`config.mk`:
```
export PLATFORM = sky130hd
export DESIGN_NAME = text_stream_show_and_number
export DESIGN_NICKNAME = d
export VERILOG_FILES = /design/src/hw/rtl/tsn_pkg.sv /design/src/hw/rtl/tsn_front.sv /design/src/hw/rtl/tsn_fifo.sv /design/src/hw/rtl/tsn_back.sv /design/src/hw/rtl/text_stream_show_and_number.sv
export SDC_FILE = /design/constraint.sdc
export NUM_CORES = 1
export LEC_CHECK = 0
export BUFFER_PORTS_ARGS = -buffer_cell sky130_fd_sc_hd__buf_2
export CORE_UTILIZATION = 60
export CTS_BUF_LIST = sky130_fd_sc_hd__clkbuf_4 sky130_fd_sc_hd__clkbuf_8 sky130_fd_sc_hd__clkbuf_16
export CTS_CLUSTER_DIAMETER = 60
export DETAILED_ROUTE_END_ITERATION = 10
export GPL_TIMING_DRIVEN = 1
export PLACE_DENSITY = 0.87
export SLEW_MARGIN = 20
export SYNTH_ARGS = -nofsm -noshare
export SYNTH_HDL_FRONTEND = slang
export SYNTH_HIERARCHICAL = 1
export SYNTH_SLANG_ARGS = --single-unit
```
`constraint.sdc`:
```
create_clock -name clock -period 4.16 [get_ports clock]
set_clock_uncertainty 0.1 [all_clocks]
set_input_delay 0.832 -clock clock [delete_from_list [all_inputs] [get_ports clock]]
set_output_delay 0.832 -clock clock [all_outputs]
set_load 0.02 [all_outputs]
```
`src/hw/rtl/tsn_pkg.sv`:
```
// ----------------------------------------------------------------------------
// tsn_pkg: shared types and constants of the text display filter
// Descriptor that travels from the classifier to the byte sequencer, the
// sequencer phases, register indexes and the display characters.
// ----------------------------------------------------------------------------
package tsn_pkg;

   localparam int CSR_INDEX_W = 3;

   localparam logic [CSR_INDEX_W-1:0] CSR_SQUEEZE_BLANK    = 3'd0;
   localparam logic [CSR_INDEX_W-1:0] CSR_NUMBER_ALL       = 3'd1;
   localparam logic [CSR_INDEX_W-1:0] CSR_NUMBER_NONBLANK  = 3'd2;
   localparam logic [CSR_INDEX_W-1:0] CSR_SHOW_ENDS        = 3'd3;
   localparam logic [CSR_INDEX_W-1:0] CSR_SHOW_TABS        = 3'd4;
   localparam logic [CSR_INDEX_W-1:0] CSR_SHOW_NONPRINTING = 3'd5;

   localparam logic [7:0] CH_TAB    = 8'h09;
   localparam logic [7:0] CH_NL     = 8'h0a;
   localparam logic [7:0] CH_SPACE  = 8'h20;
   localparam logic [7:0] CH_DOLLAR = 8'h24;
   localparam logic [7:0] CH_DASH   = 8'h2d;
   localparam logic [7:0] CH_QMARK  = 8'h3f;
   localparam logic [7:0] CH_UPPER_I = 8'h49;
   localparam logic [7:0] CH_UPPER_M = 8'h4d;
   localparam logic [7:0] CH_CARET  = 8'h5e;
   localparam logic [7:0] CH_DEL    = 8'h7f;
   localparam logic [7:0] CH_HIGH_CTRL_LAST = 8'h9f;
   localparam logic [7:0] CH_CTRL_LAST      = 8'h1f;
   localparam logic [7:0] CH_LOW_CTRL_LAST  = 8'h08;
   localparam logic [7:0] CH_HIGH_FIRST     = 8'h80;
   localparam logic [7:0] CH_HIGH_PRINT     = 8'ha0;
   localparam logic [7:0] CH_ALL_ONES       = 8'hff;
   localparam logic [7:0] CTRL_OFFSET       = 8'd64;
   localparam logic [7:0] HIGH_OFFSET       = 8'd128;

   typedef enum logic [1:0] {
      PFX_NONE        = 2'd0,
      PFX_CARET       = 2'd1,
      PFX_MDASH       = 2'd2,
      PFX_MDASH_CARET = 2'd3
   } prefix_type;

   typedef struct packed {
      logic       num;
      logic       dollar;
      prefix_type prefix;
      logic [7:0] ch;
   } desc_type;

   typedef enum logic [6:0] {
      PH_DIGIT  = 7'b0000001,
      PH_TAB    = 7'b0000010,
      PH_DOLLAR = 7'b0000100,
      PH_M      = 7'b0001000,
      PH_DASH   = 7'b0010000,
      PH_CARET  = 7'b0100000,
      PH_CHAR   = 7'b1000000
   } phase_type;

endpackage

```
`src/hw/rtl/tsn_front.sv`:
```
// ----------------------------------------------------------------------------
// tsn_front: input classifier
// Holds the option registers and line state, takes one input beat a cycle
// if the queue has room, turns each shown byte into a sequencer descriptor.
// ----------------------------------------------------------------------------
module tsn_front #(
   parameter int NUMBER_DIGITS = 6
) (
   input  logic                                 clock,
   input  logic                                 reset,
   input  logic                                 csr_valid,
   output logic                                 csr_ready,
   input  logic [tsn_pkg::CSR_INDEX_W-1:0]      csr_index,
   input  logic                                 csr_data,
   input  logic                                 req_push,
   output logic                                 req_full,
   input  logic                                 req_cmd,
   input  logic [7:0]                           req_in_byte,
   input  logic                                 q_full,
   output logic                                 q_push,
   output tsn_pkg::desc_type                    q_desc,
   output logic [4*NUMBER_DIGITS-1:0]           q_num
);
   import tsn_pkg::*;

   localparam int NW = 4 * NUMBER_DIGITS;

   logic squeeze_ff, num_all_ff, num_nb_ff, ends_ff, tabs_ff, nonprint_ff;
   logic line_start_ff, line_start_in;
   logic blank_ff, blank_in;
   logic exempt_ff, exempt_in;
   logic [NW-1:0] line_ff, line_in, line_inc;

   logic       accept, nl, sq_active, drop, do_num;
   prefix_type pfx;
   logic [7:0] ch;
   logic       carry, all_nines;
   logic [3:0] dgt;

   assign csr_ready = 1'b1;
   assign req_full  = q_full;
   assign accept    = req_push && !q_full;

   always_ff @(posedge clock) begin
      if (reset) begin
         squeeze_ff  <= 1'b0;
         num_all_ff  <= 1'b0;
         num_nb_ff   <= 1'b0;
         ends_ff     <= 1'b0;
         tabs_ff     <= 1'b0;
         nonprint_ff <= 1'b0;
      end else if (csr_valid && csr_ready) begin
         case (csr_index)
            CSR_SQUEEZE_BLANK:    squeeze_ff  <= csr_data;
            CSR_NUMBER_ALL:       num_all_ff  <= csr_data;
            CSR_NUMBER_NONBLANK:  num_nb_ff   <= csr_data;
            CSR_SHOW_ENDS:        ends_ff     <= csr_data;
            CSR_SHOW_TABS:        tabs_ff     <= csr_data;
            CSR_SHOW_NONPRINTING: nonprint_ff <= csr_data;
            default: ;
         endcase
      end
   end

   assign nl        = (req_in_byte == CH_NL);
   assign sq_active = squeeze_ff && !exempt_ff;
   assign drop      = sq_active && line_start_ff && nl && blank_ff;
   assign do_num    = num_nb_ff ? (line_start_ff && !nl) : (num_all_ff && line_start_ff);

   // Saturating decimal increment, least significant digit first.
   always_comb begin
      carry     = 1'b1;
      all_nines = 1'b1;
      line_inc  = line_ff;
      for (int i = 0; i < NUMBER_DIGITS; i++) begin
         dgt = line_ff[4*i +: 4];
         all_nines = all_nines && (dgt == 4'd9);
         if (carry) begin
            if (dgt == 4'd9) begin
               line_inc[4*i +: 4] = 4'd0;
            end else begin
               line_inc[4*i +: 4] = dgt + 4'd1;
               carry = 1'b0;
            end
         end
      end
      if (all_nines) begin
         line_inc = line_ff;
      end
   end

   always_comb begin
      pfx = PFX_NONE;
      ch  = req_in_byte;
      if (tabs_ff && req_in_byte == CH_TAB) begin
         pfx = PFX_CARET;
         ch  = CH_UPPER_I;
      end else if (nonprint_ff) begin
         if (req_in_byte <= CH_LOW_CTRL_LAST ||
             (req_in_byte > CH_NL && req_in_byte <= CH_CTRL_LAST)) begin
            pfx = PFX_CARET;
            ch  = req_in_byte + CTRL_OFFSET;
         end else if (req_in_byte == CH_DEL) begin
            pfx = PFX_CARET;
            ch  = CH_QMARK;
         end else if (req_in_byte >= CH_HIGH_FIRST && req_in_byte <= CH_HIGH_CTRL_LAST) begin
            pfx = PFX_MDASH_CARET;
            ch  = req_in_byte - CTRL_OFFSET;
         end else if (req_in_byte == CH_ALL_ONES) begin
            pfx = PFX_MDASH_CARET;
            ch  = CH_QMARK;
         end else if (req_in_byte >= CH_HIGH_PRINT) begin
            pfx = PFX_MDASH;
            ch  = req_in_byte - HIGH_OFFSET;
         end
      end
   end

   assign q_push        = accept && !req_cmd && !drop;
   assign q_desc.num    = do_num;
   assign q_desc.dollar = ends_ff && nl;
   assign q_desc.prefix = pfx;
   assign q_desc.ch     = ch;
   assign q_num         = line_ff;

   always_comb begin
      line_start_in = line_start_ff;
      blank_in      = blank_ff;
      exempt_in     = exempt_ff;
      line_in       = line_ff;
      if (accept && req_cmd) begin
         // end of file: restart line and count, exempt the next byte
         line_start_in = 1'b1;
         exempt_in     = 1'b1;
         line_in       = {{(NW-4){1'b0}}, 4'd1};
      end else if (q_push) begin
         if (sq_active) begin
            blank_in = line_start_ff && nl;
         end
         line_start_in = nl;
         exempt_in     = 1'b0;
         if (do_num) begin
            line_in = line_inc;
         end
      end
   end

   always_ff @(posedge clock) begin
      if (reset) begin
         line_start_ff <= 1'b1;
         blank_ff      <= 1'b0;
         exempt_ff     <= 1'b0;
         line_ff       <= {{(NW-4){1'b0}}, 4'd1};
      end else begin
         line_start_ff <= line_start_in;
         blank_ff      <= blank_in;
         exempt_ff     <= exempt_in;
         line_ff       <= line_in;
      end
   end

endmodule

```
`src/hw/rtl/tsn_fifo.sv`:
```
// ----------------------------------------------------------------------------
// tsn_fifo: descriptor queue
// Small register queue between the classifier and the byte sequencer.
// ----------------------------------------------------------------------------
module tsn_fifo #(
   parameter int WIDTH = 8,
   parameter int DEPTH = 2
) (
   input  logic             clock,
   input  logic             reset,
   input  logic             push,
   input  logic [WIDTH-1:0] push_data,
   output logic             full,
   input  logic             pop,
   output logic [WIDTH-1:0] pop_data,
   output logic             empty
);
   import tsn_pkg::*;

   localparam int PW = (DEPTH > 1) ? $clog2(DEPTH) : 1;
   localparam int CW = $clog2(DEPTH + 1);
   localparam logic [PW-1:0] LAST_PTR = PW'(DEPTH - 1);
   localparam logic [CW-1:0] DEPTH_CNT = CW'(DEPTH);

   logic [WIDTH-1:0] slot_ff [DEPTH];
   logic [PW-1:0]    wr_ptr_ff, rd_ptr_ff;
   logic [CW-1:0]    count_ff, count_in;
   logic             do_push, do_pop;

   assign full     = (count_ff == DEPTH_CNT);
   assign empty    = (count_ff == '0);
   assign do_push  = push && !full;
   assign do_pop   = pop && !empty;
   assign pop_data = slot_ff[rd_ptr_ff];

   always_comb begin
      count_in = count_ff;
      if (do_push && !do_pop) begin
         count_in = count_ff + CW'(1);
      end else if (do_pop && !do_push) begin
         count_in = count_ff - CW'(1);
      end
   end

   always_ff @(posedge clock) begin
      if (do_push) begin
         slot_ff[wr_ptr_ff] <= push_data;
      end
   end

   always_ff @(posedge clock) begin
      if (reset) begin
         wr_ptr_ff <= '0;
         rd_ptr_ff <= '0;
         count_ff  <= '0;
      end else begin
         count_ff <= count_in;
         if (do_push) begin
            wr_ptr_ff <= (wr_ptr_ff == LAST_PTR) ? '0 : wr_ptr_ff + PW'(1);
         end
         if (do_pop) begin
            rd_ptr_ff <= (rd_ptr_ff == LAST_PTR) ? '0 : rd_ptr_ff + PW'(1);
         end
      end
   end

endmodule

```
`src/hw/rtl/tsn_back.sv`:
```
// ----------------------------------------------------------------------------
// tsn_back: display byte sequencer
// Walks one descriptor through its phases (number digits, tab, dollar,
// M, dash, caret, character), one display byte a cycle into the output
// register while that register is free or being popped.
// ----------------------------------------------------------------------------
module tsn_back #(
   parameter int NUMBER_DIGITS = 6
) (
   input  logic                        clock,
   input  logic                        reset,
   input  logic                        q_empty,
   input  tsn_pkg::desc_type           q_desc,
   input  logic [4*NUMBER_DIGITS-1:0]  q_num,
   output logic                        q_pop,
   output logic                        rsp_empty,
   input  logic                        rsp_pop,
   output logic [7:0]                  rsp_out_byte,
   output logic                        rsp_last
);
   import tsn_pkg::*;

   localparam int IW = (NUMBER_DIGITS > 1) ? $clog2(NUMBER_DIGITS) : 1;
   localparam logic [IW-1:0] LAST_IDX = IW'(NUMBER_DIGITS - 1);

   logic          first_ff;
   phase_type     phase_ff, cur_phase, next_phase, first_phase;
   phase_type     after_tab, after_dollar;
   logic [IW-1:0] idx_ff, cur_idx, next_idx;
   logic          valid_ff;
   logic [7:0]    byte_ff, step_byte, digit_char;
   logic          last_ff, advance;
   logic          seen, is_blank;
   logic [3:0]    dgt, sel_dgt;

   assign after_dollar = (q_desc.prefix == PFX_MDASH || q_desc.prefix == PFX_MDASH_CARET)
                         ? PH_M : ((q_desc.prefix == PFX_CARET) ? PH_CARET : PH_CHAR);
   assign after_tab    = q_desc.dollar ? PH_DOLLAR : after_dollar;
   assign first_phase  = q_desc.num ? PH_DIGIT : after_tab;
   assign cur_phase    = first_ff ? first_phase : phase_ff;
   assign cur_idx      = first_ff ? '0 : idx_ff;

   // Pick the digit at the current column; blank leading zeros except the last.
   always_comb begin
      seen     = 1'b0;
      is_blank = 1'b0;
      sel_dgt  = 4'd0;
      for (int k = 0; k < NUMBER_DIGITS; k++) begin
         dgt  = q_num[4*(NUMBER_DIGITS-1-k) +: 4];
         seen = seen || (dgt != 4'd0);
         if (cur_idx == IW'(k)) begin
            sel_dgt  = dgt;
            is_blank = !seen && (k != NUMBER_DIGITS - 1);
         end
      end
      digit_char = is_blank ? CH_SPACE : {4'h3, sel_dgt};
   end

   always_comb begin
      step_byte  = q_desc.ch;
      next_phase = PH_CHAR;
      next_idx   = cur_idx;
      case (cur_phase)
         PH_DIGIT: begin
            step_byte = digit_char;
            if (cur_idx == LAST_IDX) begin
               next_phase = PH_TAB;
            end else begin
               next_phase = PH_DIGIT;
               next_idx   = cur_idx + IW'(1);
            end
         end
         PH_TAB: begin
            step_byte  = CH_TAB;
            next_phase = after_tab;
         end
         PH_DOLLAR: begin
            step_byte  = CH_DOLLAR;
            next_phase = after_dollar;
         end
         PH_M: begin
            step_byte  = CH_UPPER_M;
            next_phase = PH_DASH;
         end
         PH_DASH: begin
            step_byte  = CH_DASH;
            next_phase = (q_desc.prefix == PFX_MDASH_CARET) ? PH_CARET : PH_CHAR;
         end
         PH_CARET: begin
            step_byte  = CH_CARET;
            next_phase = PH_CHAR;
         end
         PH_CHAR: begin
            step_byte  = q_desc.ch;
            next_phase = PH_CHAR;
         end
         default: begin
            step_byte  = q_desc.ch;
            next_phase = PH_CHAR;
         end
      endcase
   end

   assign advance = !q_empty && (!valid_ff || rsp_pop);
   assign q_pop   = advance && (cur_phase == PH_CHAR);

   always_ff @(posedge clock) begin
      if (reset) begin
         first_ff <= 1'b1;
         phase_ff <= PH_CHAR;
         idx_ff   <= '0;
         valid_ff <= 1'b0;
      end else begin
         if (advance) begin
            valid_ff <= 1'b1;
            if (cur_phase == PH_CHAR) begin
               first_ff <= 1'b1;
            end else begin
               first_ff <= 1'b0;
               phase_ff <= next_phase;
               idx_ff   <= next_idx;
            end
         end else if (rsp_pop) begin
            valid_ff <= 1'b0;
         end
      end
   end

   always_ff @(posedge clock) begin
      if (advance) begin
         byte_ff <= step_byte;
         last_ff <= (cur_phase == PH_CHAR);
      end
   end

   assign rsp_empty    = !valid_ff;
   assign rsp_out_byte = byte_ff;
   assign rsp_last     = last_ff;

endmodule

```
`src/hw/rtl/text_stream_show_and_number.sv`:
```
// ----------------------------------------------------------------------------
// text_stream_show_and_number: byte stream display filter
// Classifier, descriptor queue and byte sequencer of the display filter.
// ----------------------------------------------------------------------------
// The block takes one input beat per cycle (data byte or end-of-file mark)
// while the descriptor queue has room, and gives one display byte per cycle
// while rsp_pop reads. A data byte expands to 1 to NUMBER_DIGITS + 5 bytes
// (11 at the default: six digits, tab, M, dash, caret, character), set by the
// byte sequencer; end-of-file marks and squeezed newlines give no bytes. The
// input side accepts while results wait, until QUEUE_DEPTH descriptors are
// queued, the one being expanded among them. Line numbers saturate at all
// nines. Options are to be written through the csr port while the block is
// idle, which the block does not enforce; the csr port is always ready.
module text_stream_show_and_number #(
   parameter int NUMBER_DIGITS = 6,
   parameter int QUEUE_DEPTH   = 2
) (
   input  logic                             clock,
   input  logic                             reset,
   input  logic                             csr_valid,
   output logic                             csr_ready,
   input  logic [tsn_pkg::CSR_INDEX_W-1:0]  csr_index,
   input  logic                             csr_data,
   input  logic                             req_push,
   output logic                             req_full,
   input  logic                             req_cmd,
   input  logic [7:0]                       req_in_byte,
   output logic                             rsp_empty,
   input  logic                             rsp_pop,
   output logic [7:0]                       rsp_out_byte,
   output logic                             rsp_last
);
   import tsn_pkg::*;

   localparam int NW = 4 * NUMBER_DIGITS;
   localparam int QW = $bits(desc_type) + NW;

   logic            q_push, q_full, q_pop, q_empty;
   desc_type        push_desc, head_desc;
   logic [NW-1:0]   push_num, head_num;
   logic [QW-1:0]   head_word;

   tsn_front #(.NUMBER_DIGITS(NUMBER_DIGITS)) u_front (
      .clock       (clock),
      .reset       (reset),
      .csr_valid   (csr_valid),
      .csr_ready   (csr_ready),
      .csr_index   (csr_index),
      .csr_data    (csr_data),
      .req_push    (req_push),
      .req_full    (req_full),
      .req_cmd     (req_cmd),
      .req_in_byte (req_in_byte),
      .q_full      (q_full),
      .q_push      (q_push),
      .q_desc      (push_desc),
      .q_num       (push_num)
   );

   tsn_fifo #(.WIDTH(QW), .DEPTH(QUEUE_DEPTH)) u_fifo (
      .clock     (clock),
      .reset     (reset),
      .push      (q_push),
      .push_data ({push_desc, push_num}),
      .full      (q_full),
      .pop       (q_pop),
      .pop_data  (head_word),
      .empty     (q_empty)
   );

   assign head_desc = desc_type'(head_word[QW-1:NW]);
   assign head_num  = head_word[NW-1:0];

   tsn_back #(.NUMBER_DIGITS(NUMBER_DIGITS)) u_back (
      .clock        (clock),
      .reset        (reset),
      .q_empty      (q_empty),
      .q_desc       (head_desc),
      .q_num        (head_num),
      .q_pop        (q_pop),
      .rsp_empty    (rsp_empty),
      .rsp_pop      (rsp_pop),
      .rsp_out_byte (rsp_out_byte),
      .rsp_last     (rsp_last)
   );

endmodule

```
==> impl_metrics.py <==
metrics = {
    "status": {
        "run_status": "complete, no violations",
    },
    "global_routing": {
        "antenna_found_initial": 0,
        "grt_max_degree": 37,
        "grt_overflow": 0,
        "grt_pass1_wl_mm": 23.0,
        "met1_usage": 0.346,
        "grt_util_met2": 0.414,
        "grt_pass1_vias": 4652,
        "grtUsageTotal": 0.263,
        "grtUsageMet3": 0.0687,
        "top_usage_layer": "met2",
    },
    "clock_tree": {
        "clkTransAtPathRegs_ns": 0.06,
        "cts_num_sinks": 131,
        "cts_buffer_depth": 2,
        "ctsHoldBuffers": 0,
        "clkLatencyLatePin_ns": 0.52,
        "cts_made_buffers": 17,
        "cts-root-buf": "clkbuf_8",
        "post_cts_buffers": 0,
        "h-tree-depth": 4,
        "cts-resized-gates": 0,
        "tritoncts": "done",
    },
    "place": {
        "place_hpwl_mm": 9.57,
        "io_buffers": 28,
        "place_ws_ns": 0.959,
        "place.gp.congestion": 0.950,
    },
    "setup_path": {
        "cp.depth": 9,
        "crit_chain": "inv_1 > nand2_1 > ha_1 > inv_1 > nor2_1 > o21ai_0 > nand3_1 > o21ai_0 > a21oi_1",
        "crit_buf_inv": 2,
        "slowest_stage": "dfxtp_1",
        "cp.arrival_ns": 3.37,
        "cp_max_fo": 26,
        "crit_path_start_kind": "register",
        "worstPathRequired_ns": 4.39,
        "crit_type": "reg -> reg",
        "rrSetupSlack_ns": 1.02,
        "cpLargestDelayFamily": "flip-flops",
        "endpoint_kind": "register",
        "slowest_delay_ns": 0.93,
        "worstRegToRegCells": 9,
    },
    "timing": {
        "slew_violations": 0,
        "finalWorstSetupSlack_ns": 1.02,
        "fin_crit_ns": 3.14,
        "fin_crit_sh": 0.754,
        "hold_viol_final": 0,
        "tns_ns": 0,
        "setup_viol_count_final": 0,
        "timing.fmax_mhz": 319,
        "worstMarginPinSlew_ns": 0.937,
        "slew-limit-headroom": 0.374,
        "rsz0062_at_grt": "no",
    },
    "synth": {
        "synthDistinctLibCells": 85,
        "synth-main-ff-cell": "edfxtp_1",
        "synth_edf_count": 81,
        "syn_inst": 604,
        "synth_warnings": 6,
        "synth_fp_nets": 631,
        "ys_async_sr_fraction": 0,
        "synth_seq_cells": 131,
        "ys_seq_area_frac": 0.522,
        "syn_area_um2": 6570,
        "synth_area_per_cell_um2": 10.9,
    },
    "cells_and_area": {
        "antennaDiodeCount": 0,
        "area_growth_pct": 11.2,
        "final_common_cell": "edfxtp_1",
        "final_nets": 654,
        "layout-drive-gt1-share": 0.195,
        "final_cell_mix": "edfxtp_1 (81), dfxtp_1 (50), nor2_1 (49), nand2_1 (43), a21oi_1 (39)",
    },
    "die": {
        "boundaryPins": 30,
        "row_count": 37,
        "start_util": 0.628,
        "chipHeight_um": 107,
        "core_area_um2": 10500,
        "dieArea_um2": 11400,
        "die_x_um": 107,
    },
    "hold_path": {
        "min_path_cells": 2,
        "hp-class": "reg -> reg",
    },
    "pwr": {
        "vdd.ir_drop.worst_mv": 0.356,
        "power_density_nw_per_um2": 433,
        "p_leak_nw": 2.61,
    },
    "routing": {
        "ant_nets": 0,
        "first_iter_violations": 411,
        "drc": 0,
        "wl_per_cell_um": 18.4,
        "vias": 4938,
        "vias_per_cell": 6.36,
        "dr.pass1.iters": 8,
        "wirelength_mm": 14.3,
    },
    "job": {
        "maxCapViolations": 0,
    },
}
==> registers in the layout, summed over array words and instances, names as in the netlist, 2 cells and up, named ones only <==
signal / cells
u_back/phase_ff: 7
u_back/rsp_out_byte: 8
u_fifo/slot_ff: 72
u_fifo/count_ff: 2
u_back/idx_ff: 3
u_front/q_num: 24
==> final cells by class <==
class / instances / area [um^2]
Fill cell: 750 / 3150
Multi-Input combinational cell: 419 / 2900
Timing Repair Buffer: 32 / 170
Clock inverter: 9 / 52.6
Tap cell: 136 / 170
Sequential cell: 131 / 3430
Clock buffer: 23 / 484
Inverter: 26 / 97.6
==> report_power, final <==
part	leakage (nW)	switching (W)	internal [W]	total [W]
Clock	0.275	0.000521	0.000803	0.00132
Combinational	1.16	0.000228	0.000130	0.000358
Sequential	1.18	0.0000408	0.00144	0.00148
Total	2.61	0.000789	0.00238	0.00317
==> worst register-to-register path: cells and delay by family, from the launching register on <==
kind / cells / cell delay [ns]
flops: 1 / 0.93
simple gates: 3 / 0.68
compound gates: 3 / 0.57
fa+ha+maj: 1 / 0.37
buf+inv: 2 / 0.32
==> final timing paths <==
| path | start | end |
|---|---|---|
| setup / recovery | u_back/first_ff$_SDFFE_PP1P_ | u_back/rsp_out_byte[2]$_DFFE_PP_ |
| setup reg to reg | u_back/first_ff$_SDFFE_PP1P_ | u_back/rsp_out_byte[2]$_DFFE_PP_ |
| hold reg to reg | u_front/ends_ff$_SDFFE_PP0P_ | u_front/ends_ff$_SDFFE_PP0P_ |
| hold / removal | u_front/ends_ff$_SDFFE_PP0P_ | u_front/ends_ff$_SDFFE_PP0P_ |
==> per-stage QoR <==
step | util | hold slack, ns | instances | instance area [um^2] | power, W
2_1_floorplan | - | 0.352 | 604 | 6570 | 0.00176
3_3_place_gp | 0.647 | 0.369 | 744 | 6770 | 0.00185
3_5_place_dp | 0.647 | 0.393 | 744 | 6770 | 0.00186
4_1_cts | 0.699 | 0.401 | 776 | 7310 | 0.00319
5_1_grt | 0.699 | 0.429 | 776 | 7310 | 0.00329
6_report | 0.699 | 0.409 | 776 | 7310 | 0.00317
==> synth_stat cells (3+ instances only) <==
| cell type | instances | area, um^2 |
|---|---|---|
| and3_1 | 5 | 31.3 |
| a31oi_1 | 12 | 75.1 |
| buf_2 | 11 | 55.1 |
| dfxtp_1 | 50 | 1000 |
| o21ai_0 | 27 | 135 |
| o211ai_1 | 3 | 22.5 |
| o311ai_0 | 3 | 26.3 |
| nand2b_1 | 9 | 56.3 |
| and2_1 | 5 | 31.3 |
| o31ai_1 | 3 | 22.5 |
| o21a_1 | 3 | 22.5 |
| ha_1 | 9 | 113 |
| mux2_2 | 37 | 417 |
| or4b_1 | 3 | 30.0 |
| nand4bb_1 | 4 | 45.0 |
| nand2_1 | 43 | 161 |
| nor3b_1 | 4 | 30.0 |
| nand3b_1 | 6 | 45.0 |
| clkbuf_1 | 12 | 45.0 |
| mux2i_1 | 12 | 120 |
| o2111ai_1 | 3 | 26.3 |
| nor4_1 | 7 | 43.8 |
| nor2_1 | 49 | 184 |
| buf_4 | 4 | 30.0 |
| a22oi_1 | 3 | 22.5 |
| nor3_1 | 4 | 20.0 |
| a211o_1 | 4 | 35.0 |
| nand3_1 | 23 | 115 |
| nor4bb_1 | 3 | 30.0 |
| a21oi_1 | 39 | 195 |
| xnor2_1 | 7 | 61.3 |
| edfxtp_1 | 81 | 2430 |
| nor2b_1 | 10 | 62.6 |
| inv_1 | 26 | 97.6 |
| or3_1 | 9 | 56.3 |
| xor2_1 | 9 | 78.8 |
==> routing by layer <==
| layer | routed length [um] | up-vias |
|---|---|---|
| li1 | - | 2297 |
| met1 | 6070 | 2357 |
| met2 | 6870 | 248 |
| met3 | 1010 | 36 |
| met4 | 301 | 0 |
| met5 | 0 | - |
==> cell families (layout without fill, tap and decap cells) <==
group / Yosys count / count (layout) / share of synthesized area
simple gates: 211 / 211 / 0.184
compound gates: 133 / 133 / 0.137
flops: 131 / 131 / 0.522
buf+inv: 54 / 90 / 0.0364
mux: 49 / 49 / 0.0817
xor+xnor: 16 / 16 / 0.0213
fa+ha+maj: 9 / 9 / 0.0171
other cells: 1 / 1 / 0.000570
Note: power is estimated with default switching activity, not from simulation.
